$ cat config.mk
export PLATFORM = sky130hd
export DESIGN_NAME = positional_ordered_list
export DESIGN_NICKNAME = d
export VERILOG_FILES = /design/src/pol_pkg.sv /design/src/pol_cell.sv /design/src/pol_ctrl.sv /design/src/positional_ordered_list.sv
export SDC_FILE = /design/constraint.sdc
export NUM_CORES = 2
export LEC_CHECK = 0
export ABC_CLOCK_PERIOD_IN_PS = 8600
export BUFFER_PORTS_ARGS = -buffer_cell sky130_fd_sc_hd__buf_2
export CORE_UTILIZATION = 45
export CTS_CLUSTER_SIZE = 24
export DETAILED_ROUTE_END_ITERATION = 8
export HOLD_SLACK_MARGIN = 0.08
export PLACE_DENSITY_LB_ADDON = 0.3
export SYNTH_ARGS = -nofsm -noshare
export SYNTH_HDL_FRONTEND = slang
export SYNTH_SLANG_ARGS = --single-unit
$ cat constraint.sdc
create_clock -name clk -period 8.6 [get_ports clk]
set_input_delay 0.86 -clock clk [delete_from_list [all_inputs] [get_ports clk]]
set_output_delay 0.86 -clock clk [all_outputs]
set_load 0.005 [all_outputs]
$ cat src/pol_pkg.sv
`default_nettype none

package pol_pkg;

  // Sizing of the list store.
  localparam int CAPACITY = 16;
  localparam int ID_BITS  = 32;
  localparam int IDX_W    = $clog2(CAPACITY);
  localparam int CNT_W    = $clog2(CAPACITY + 1);

  // Fixed field widths of the two channels.
  localparam int FUNC_W   = 3;
  localparam int EID_W    = 32;
  localparam int POS_W    = 5;
  localparam int STAT_W   = 3;
  localparam int FOUND_W  = 4;
  localparam int OCC_W    = 5;

  // Request codes.
  typedef enum logic [FUNC_W-1:0] {
    FN_ADD_FRONT = 3'd0,
    FN_ADD_BACK  = 3'd1,
    FN_INSERT_AT = 3'd2,
    FN_REM_FIRST = 3'd3,
    FN_REM_LAST  = 3'd4,
    FN_REM_AT    = 3'd5,
    FN_SEARCH    = 3'd6,
    FN_OVERWRITE = 3'd7
  } func_t;

  // Result status codes.
  typedef enum logic [STAT_W-1:0] {
    STAT_OK       = 3'd0,
    STAT_EMPTY    = 3'd1,
    STAT_BADPOS   = 3'd2,
    STAT_FULL     = 3'd3,
    STAT_NOTFOUND = 3'd4
  } status_t;

  // Command broadcast to every cell of the chain.
  typedef enum logic [1:0] {
    CELL_HOLD   = 2'd0,
    CELL_INSERT = 2'd1,
    CELL_DELETE = 2'd2,
    CELL_WRITE  = 2'd3
  } cell_cmd_t;

  typedef struct packed {
    cell_cmd_t          cmd;
    logic [IDX_W-1:0]   pos;
    logic [ID_BITS-1:0] id;
    logic [CNT_W-1:0]   count;
  } cell_ctl_t;

endpackage

`default_nettype wire

$ cat src/pol_cell.sv
`default_nettype none

module pol_cell (
  input  wire                            clk,
  input  wire                            rst_n,
  input  wire  [pol_pkg::IDX_W-1:0]      cell_idx,
  input  pol_pkg::cell_ctl_t             ctl,
  input  wire  [pol_pkg::ID_BITS-1:0]    left_entry,
  input  wire  [pol_pkg::ID_BITS-1:0]    right_entry,
  output logic [pol_pkg::ID_BITS-1:0]    entry,
  output logic                           match
);
  import pol_pkg::*;

  logic [ID_BITS-1:0] entry_r;
  logic [ID_BITS-1:0] entry_nxt;
  logic               match_r;
  logic               match_nxt;

  // Next entry: shift from a neighbor, take the new identifier, or hold.
  always_comb begin
    entry_nxt = entry_r;
    case (ctl.cmd)
      CELL_INSERT: begin
        if (cell_idx > ctl.pos) begin
          entry_nxt = left_entry;
        end else if (cell_idx == ctl.pos) begin
          entry_nxt = ctl.id;
        end
      end
      CELL_DELETE: begin
        if (cell_idx >= ctl.pos) begin
          entry_nxt = right_entry;
        end
      end
      CELL_WRITE: begin
        if (cell_idx == ctl.pos) begin
          entry_nxt = ctl.id;
        end
      end
      default: begin
        entry_nxt = entry_r;
      end
    endcase
  end

  // Only occupied cells may report a match.
  assign match_nxt = (entry_r == ctl.id) && ({1'b0, cell_idx} < ctl.count);

  always_ff @(posedge clk) begin
    entry_r <= entry_nxt;
  end

  always_ff @(posedge clk) begin
    if (!rst_n) begin
      match_r <= 1'b0;
    end else begin
      match_r <= match_nxt;
    end
  end

  assign entry = entry_r;
  assign match = match_r;

endmodule

`default_nettype wire

$ cat src/pol_ctrl.sv
`default_nettype none

module pol_ctrl (
  input  wire                            clk,
  input  wire                            rst_n,
  input  wire                            in_valid,
  output logic                           in_ready,
  input  wire  [pol_pkg::FUNC_W-1:0]     in_func,
  input  wire  [pol_pkg::EID_W-1:0]      in_entry_id,
  input  wire  [pol_pkg::POS_W-1:0]      in_position,
  output logic                           out_valid,
  input  wire                            out_ready,
  output logic [pol_pkg::STAT_W-1:0]     out_status,
  output logic [pol_pkg::FOUND_W-1:0]    out_found_position,
  output logic [pol_pkg::OCC_W-1:0]      out_occupancy,
  output pol_pkg::cell_ctl_t             ctl,
  input  wire  [pol_pkg::CAPACITY-1:0]   match_vec
);
  import pol_pkg::*;

  typedef enum logic [2:0] {
    S_IDLE = 3'b001,
    S_EXEC = 3'b010,
    S_RESP = 3'b100
  } state_t;

  state_t             state_r, state_nxt;
  logic [FUNC_W-1:0]  func_r;
  logic [ID_BITS-1:0] id_r;
  logic [POS_W-1:0]   pos_r;
  logic [CNT_W-1:0]   count_r, count_nxt;
  status_t            stat_r, stat_nxt;
  logic               search_r, search_nxt;

  logic               out_valid_r, out_valid_nxt;
  logic [STAT_W-1:0]  out_status_r;
  logic [FOUND_W-1:0] out_found_position_r;
  logic [OCC_W-1:0]   out_occupancy_r;

  cell_cmd_t          cmd;
  logic [CNT_W-1:0]   op_pos;
  logic               hit;
  logic [IDX_W-1:0]   hit_idx;
  logic               in_fire;
  logic               resp_load;

  assign in_ready  = (state_r == S_IDLE);
  assign in_fire   = in_valid && in_ready;
  assign resp_load = (state_r == S_RESP) && (!out_valid_r || out_ready);

  // Decode the captured request against the current occupancy.
  always_comb begin
    cmd        = CELL_HOLD;
    op_pos     = '0;
    stat_nxt   = STAT_OK;
    search_nxt = 1'b0;
    count_nxt  = count_r;
    unique case (func_t'(func_r))
      FN_ADD_FRONT, FN_ADD_BACK, FN_INSERT_AT: begin
        if (count_r == CNT_W'(CAPACITY)) begin
          stat_nxt = STAT_FULL;
        end else if (func_t'(func_r) == FN_ADD_FRONT) begin
          cmd = CELL_INSERT;
        end else if (func_t'(func_r) == FN_ADD_BACK) begin
          cmd    = CELL_INSERT;
          op_pos = count_r;
        end else if (CNT_W'(pos_r) > count_r) begin
          stat_nxt = STAT_BADPOS;
        end else begin
          cmd    = CELL_INSERT;
          op_pos = CNT_W'(pos_r);
        end
        if (cmd == CELL_INSERT) begin
          count_nxt = count_r + 1'b1;
        end
      end
      FN_REM_FIRST, FN_REM_LAST, FN_REM_AT: begin
        if (count_r == '0) begin
          stat_nxt = STAT_EMPTY;
        end else if (func_t'(func_r) == FN_REM_FIRST) begin
          cmd = CELL_DELETE;
        end else if (func_t'(func_r) == FN_REM_LAST) begin
          cmd    = CELL_DELETE;
          op_pos = count_r - 1'b1;
        end else if (CNT_W'(pos_r) >= count_r) begin
          stat_nxt = STAT_BADPOS;
        end else begin
          cmd    = CELL_DELETE;
          op_pos = CNT_W'(pos_r);
        end
        if (cmd == CELL_DELETE) begin
          count_nxt = count_r - 1'b1;
        end
      end
      FN_SEARCH: begin
        if (count_r == '0) begin
          stat_nxt = STAT_EMPTY;
        end else begin
          search_nxt = 1'b1;
        end
      end
      FN_OVERWRITE: begin
        if (count_r == '0) begin
          stat_nxt = STAT_EMPTY;
        end else if (CNT_W'(pos_r) >= count_r) begin
          stat_nxt = STAT_BADPOS;
        end else begin
          cmd    = CELL_WRITE;
          op_pos = CNT_W'(pos_r);
        end
      end
      default: begin
        stat_nxt = STAT_OK;
      end
    endcase
  end

  // The cells act only in the execute cycle; otherwise they hold and compare.
  always_comb begin
    ctl.cmd   = (state_r == S_EXEC) ? cmd : CELL_HOLD;
    ctl.pos   = op_pos[IDX_W-1:0];
    ctl.id    = id_r;
    ctl.count = count_r;
  end

  // Lowest matching position wins.
  always_comb begin
    hit     = |match_vec;
    hit_idx = '0;
    for (int i = CAPACITY - 1; i >= 0; i--) begin
      if (match_vec[i]) begin
        hit_idx = IDX_W'(i);
      end
    end
  end

  // Sequencer.
  always_comb begin
    state_nxt = state_r;
    unique case (state_r)
      S_IDLE: begin
        if (in_fire) begin
          state_nxt = S_EXEC;
        end
      end
      S_EXEC: begin
        state_nxt = S_RESP;
      end
      S_RESP: begin
        if (resp_load) begin
          state_nxt = S_IDLE;
        end
      end
      default: begin
        state_nxt = S_IDLE;
      end
    endcase
  end

  always_comb begin
    out_valid_nxt = out_valid_r;
    if (resp_load) begin
      out_valid_nxt = 1'b1;
    end else if (out_ready) begin
      out_valid_nxt = 1'b0;
    end
  end

  // Control state.
  always_ff @(posedge clk) begin
    if (!rst_n) begin
      state_r     <= S_IDLE;
      count_r     <= '0;
      out_valid_r <= 1'b0;
    end else begin
      state_r     <= state_nxt;
      out_valid_r <= out_valid_nxt;
      if (state_r == S_EXEC) begin
        count_r <= count_nxt;
      end
    end
  end

  // Request capture and decision.
  always_ff @(posedge clk) begin
    if (in_fire) begin
      func_r <= in_func;
      id_r   <= in_entry_id[ID_BITS-1:0];
      pos_r  <= in_position;
    end
    if (state_r == S_EXEC) begin
      stat_r   <= stat_nxt;
      search_r <= search_nxt;
    end
  end

  // Result register.
  always_ff @(posedge clk) begin
    if (resp_load) begin
      out_occupancy_r <= OCC_W'(count_r);
      if (search_r && hit) begin
        out_status_r         <= STAT_OK;
        out_found_position_r <= FOUND_W'(hit_idx);
      end else if (search_r) begin
        out_status_r         <= STAT_NOTFOUND;
        out_found_position_r <= '0;
      end else begin
        out_status_r         <= stat_r;
        out_found_position_r <= '0;
      end
    end
  end

  assign out_valid          = out_valid_r;
  assign out_status         = out_status_r;
  assign out_found_position = out_found_position_r;
  assign out_occupancy      = out_occupancy_r;

endmodule

`default_nettype wire

$ cat src/positional_ordered_list.sv
// A request passes through capture, cell update and the result register.
// The next request is accepted only once the previous result is loaded;
// the result register lets the next request enter while a result waits.
// Every cell shifts, writes and compares in the same cycle, so all operations
// take the same time regardless of position or occupancy.
// Reset (synchronous, active low) empties the list; stored entries keep junk.
`default_nettype none

module positional_ordered_list (
  input  wire                            clk,
  input  wire                            rst_n,
  input  wire                            in_valid,
  output logic                           in_ready,
  input  wire  [pol_pkg::FUNC_W-1:0]     in_func,
  input  wire  [pol_pkg::EID_W-1:0]      in_entry_id,
  input  wire  [pol_pkg::POS_W-1:0]      in_position,
  output logic                           out_valid,
  input  wire                            out_ready,
  output logic [pol_pkg::STAT_W-1:0]     out_status,
  output logic [pol_pkg::FOUND_W-1:0]    out_found_position,
  output logic [pol_pkg::OCC_W-1:0]      out_occupancy
);
  import pol_pkg::*;

  cell_ctl_t          ctl;
  logic [ID_BITS-1:0] entry [CAPACITY];
  logic [CAPACITY-1:0] match_vec;

  pol_ctrl u_ctrl (
    .clk                (clk),
    .rst_n              (rst_n),
    .in_valid           (in_valid),
    .in_ready           (in_ready),
    .in_func            (in_func),
    .in_entry_id        (in_entry_id),
    .in_position        (in_position),
    .out_valid          (out_valid),
    .out_ready          (out_ready),
    .out_status         (out_status),
    .out_found_position (out_found_position),
    .out_occupancy      (out_occupancy),
    .ctl                (ctl),
    .match_vec          (match_vec)
  );

  // Chain of cells; position 0 at the left end.
  for (genvar i = 0; i < CAPACITY; i++) begin : g_cell
    logic [ID_BITS-1:0] left_entry;
    logic [ID_BITS-1:0] right_entry;

    if (i == 0) begin : g_first
      assign left_entry = '0;
    end else begin : g_inner_l
      assign left_entry = entry[i-1];
    end

    if (i == CAPACITY - 1) begin : g_last
      assign right_entry = '0;
    end else begin : g_inner_r
      assign right_entry = entry[i+1];
    end

    pol_cell u_cell (
      .clk         (clk),
      .rst_n       (rst_n),
      .cell_idx    (IDX_W'(i)),
      .ctl         (ctl),
      .left_entry  (left_entry),
      .right_entry (right_entry),
      .entry       (entry[i]),
      .match       (match_vec[i])
    );
  end

endmodule

`default_nettype wire

==> results_dict.tcl <==
set metrics [dict create \
    dp_slack_ps 3240 \
    antenna_found_initial 5 \
    clock_path_buffers 3 \
    remaining_drc_errors 14 \
    numClockSinks 592 \
    period_minus_slack_ps 5680 \
    ios 58 \
    cts_hold_repair.buffers 0 \
    ys.flop_type "edfxtp_1" \
    grt_max_degree 153 \
    finish.net_count 3850 \
    path_max_fanout 69 \
    power_per_cell_area_nw_per_um2 157 \
    cts_tree "built" \
    clkLatencyLatePin_ps 630 \
    fin_crit_sh_pct 66.0 \
    setup_slack_ps 2920 \
    drt_first_pass_iters 8 \
    wl_per_cell_um 30.7 \
    maxCapViolCount 1 \
    tightest_slew_ps 1490 \
    drv_slew 1 \
    hold_path_class "in -> reg" \
    synth-edff-count 567 \
    path_depth 11 \
    grt_setup_unrepaired "false" \
    path_buf_inv 2 \
    num_vias 35300 \
    cp-startpoint "u_ctrl.count_r[4]$_SDFFE_PN0P_" \
    path_clk_slew_ps 60 \
    leakage_nw 15.4 \
    finalSetupTns_ps 0 \
    postRouteAntennaNets 0 \
    grt_usage_pct 33.3 \
    fmax_mhz 176 \
    ys_warn_count 0 \
    synth_cell_type_count 73 \
    cts_resized 0 \
    violations "DRC, capacitance limit, slew limit" \
    yosysSeqAreaShare_pct 43.4 \
    synthArstFlopShare_pct 0 \
    dieArea_um2 91000 \
    cts_root_buf "clkbuf_16" \
    setup_viol 0 \
    reg2reg_from "u_ctrl.count_r[4]$_SDFFE_PN0P_" \
    required_ps 8930 \
    cts_buffers 71 \
    die_w_um 302 \
    synth_seq_cells 592 \
    die_h_um 302 \
    path_delay_family "compound AO/OA/AOI/OAI gates" \
    overflow 0 \
    grt_pass1_wl_um 228000 \
    syn_area_um2 40400 \
    max_stage_delay_ps 960 \
    routabilityCongestion 1.03 \
    criticalPathCategory "reg -> reg" \
    max-slew-margin-rel_pct -0.836 \
    dr.first_iter.drc_count 5628 \
    rrSetupSlack_ps 2920 \
    placed_cells 4890 \
    cp-start-kind "flop" \
    core_um2 88600 \
    cp_cell_sequence "inv_1 > ha_1 > a21o_1 > nor4b_1 > o21a_1 > nand2_1 > a22oi_2 > buf_4 > nand2_1 > a211oi_1 > o22ai_1" \
    post-cts-setup-buffers 0 \
    post_synth.cell_area_avg_um2 10.1 \
    rr_endpoint "g_cell[13].u_cell.entry[11]$_DFFE_PP_" \
    htreeDepth 3 \
    status "finished with violations" \
    finalHoldViolations 0 \
    ir_drop_v 0.000126 \
    wirelength_um 154000 \
    cp_slowest_cell "nand2_1" \
    dpl.hpwl_um 102000 \
    layout.cells.non_filler 5017 \
    row_count 109 \
    worstPathArrival_ps 6000 \
    clock_skew_ps 27.2 \
    synth_cells 3994 \
    grt_pass1_vias 32800 \
    io_buffer_count 57 \
    viasPerCell 7.04 \
    crit_top_cell "nand2_1" \
    endpoint_kind "flop" \
    synth_nets 4046 \
    initial_utilization_pct 45.6 \
    crit_path_end "g_cell[13].u_cell.entry[11]$_DFFE_PP_" \
    drive_gt1_share_pct 9.40 \
    r2r_cells 11 \
    synthToLayoutAreaGrowth_pct 8.15 \
]
[cells by family after synthesis]
group / Yosys count / synth area share (%)
XOR/XNOR: 519 / 11.2
flip-flops: 592 / 43.4
buffers and inverters: 519 / 5.23
AO/OA/AOI/OAI: 1460 / 23.9
adder cells (fa/ha/maj): 8 / 0.248
AND/OR/NAND/NOR: 540 / 7.10
multiplexers: 356 / 8.92
[sequential cells by signal (all words and copies together), names as in the netlist]
register,cells
u_ctrl.out_occupancy,5
g_cell.u_cell.entry,512
u_ctrl.count_r,5
u_ctrl.search_r,1
u_ctrl.state_r,3
u_ctrl.out_status,3
u_ctrl.func_r,3
u_ctrl.pos_r,5
u_ctrl.out_valid,1
u_ctrl.out_found_position,4
u_ctrl.id_r,32
g_cell.u_cell.match,16
u_ctrl.stat_r,2
[cell usage in the layout (no fill, tap or decap), types with 7 or more instances in the layout]
| cell | n |
|---|---|
| inv_1 | 78 |
| buf_4 | 112 |
| o32ai_1 | 33 |
| o221ai_1 | 32 |
| dfxtp_1 | 25 |
| xor2_1 | 378 |
| mux2i_1 | 324 |
| o21ai_1 | 112 |
| nor3_1 | 28 |
| a221o_1 | 32 |
| nand4_1 | 53 |
| edfxtp_1 | 567 |
| and3_1 | 55 |
| a211oi_1 | 226 |
| mux2_2 | 32 |
| o21ai_4 | 8 |
| xnor2_1 | 141 |
| a21oi_1 | 44 |
| o21ai_2 | 7 |
| ha_1 | 8 |
| a31oi_1 | 67 |
| clkinv_1 | 16 |
| nor4_1 | 102 |
| nor2_1 | 80 |
| a22oi_1 | 230 |
| clkbuf_1 | 21 |
| o22ai_1 | 130 |
| and2_1 | 8 |
| a21boi_1 | 11 |
| nor2b_1 | 7 |
| o21ai_0 | 377 |
| clkbuf_16 | 74 |
| buf_2 | 57 |
| a22o_1 | 34 |
| a21boi_0 | 37 |
| nand3_1 | 22 |
| a32oi_1 | 32 |
| nand2_1 | 128 |
[metrics by stage]
stage          power, mW  hold slack, ps  utilization [%]  area (µm²)
2_1_floorplan       3.71             492                -       40400
3_3_place_gp        3.94             521             46.8       41500
3_5_place_dp        3.95             544             46.8       41500
4_1_cts             6.88             373             49.3       43700
5_1_grt             7.02             389             49.3       43700
6_report            6.88             402             49.3       43700
[cells in the mapped netlist, drive strengths merged, types with 28 or more instances]
cell type / instances / area, µm²
clkbuf: 313 / 1170
nand4: 53 / 332
mux2i: 324 / 3240
o221ai: 32 / 280
inv: 78 / 293
a32oi: 32 / 280
o21ai: 504 / 2520
nand3: 28 / 155
mux2: 32 / 360
nor3: 33 / 209
edfxtp: 567 / 17000
a21oi: 48 / 240
nor2: 88 / 335
and3: 57 / 357
a22o: 34 / 298
xor2: 378 / 3310
a31oi: 69 / 432
o22ai: 131 / 820
nor4: 104 / 657
a22oi: 232 / 1750
buf: 127 / 643
a21boi: 48 / 360
nand2: 132 / 500
o32ai: 33 / 289
xnor2: 141 / 1230
a221o: 32 / 320
a211oi: 230 / 1760
[cell type report]
class	instances	area [µm²]
Multi-Input combinational cell	2883	21100
Tap cell	1165	1460
Inverter	79	297
Clock inverter	28	219
Fill cell	8112	44900
Sequential cell	592	17500
Timing Repair Buffer	171	1170
Antenna cell	1	2.50
Clock buffer	98	1970
[power breakdown]
group | switching [mW] | internal (mW)
clock | 1.28 | 1.69
sequential | 0.0333 | 3.17
combinational | 0.499 | 0.215
total | 1.81 | 5.08
[worst register-to-register path: cells and delay by family (launching register included)]
family	cells	cell delay, ps
buffers and inverters	2	910
AO/OA/AOI/OAI	5	1770
flip-flops	1	670
adder cells (fa/ha/maj)	1	430
AND/OR/NAND/NOR	3	1600
[worst min path at each step]
stage                                   startpoint                                  to  slack [ps]  cells past startpoint
finish                             in_entry_id[21]           u_ctrl.id_r[21]$_DFFE_PP_         400                      1
global route                        in_entry_id[9]            u_ctrl.id_r[9]$_DFFE_PP_         390                      1
CTS                                 in_entry_id[4]            u_ctrl.id_r[4]$_DFFE_PP_         370                      1
detailed placement      u_ctrl.stat_r[1]$_DFFE_PN_  u_ctrl.out_status[1]$_SDFFCE_PP0P_         540                      1
global placement        u_ctrl.stat_r[1]$_DFFE_PN_  u_ctrl.out_status[1]$_SDFFCE_PP0P_         520                      1
floorplan           u_ctrl.count_r[2]$_SDFFE_PN0P_   u_ctrl.out_occupancy[2]$_DFFE_PP_         490                      0
[metal layers]
| layer | vias to the layer above | routed length (µm) | global-route usage (%) | share of wire [%] |
|---|---|---|---|---|
| li1 | 15100 | - | - | - |
| met1 | 17100 | 60800 | 47.1 | 39 |
| met2 | 2680 | 62800 | 45.6 | 41 |
| met3 | 483 | 19900 | 7.93 | 13 |
| met4 | 4 | 10700 | 20.0 | 7.0 |
| met5 | - | 22 | 0 | 0.014 |
No activity file was read; power rests on OpenSTA's default activity.
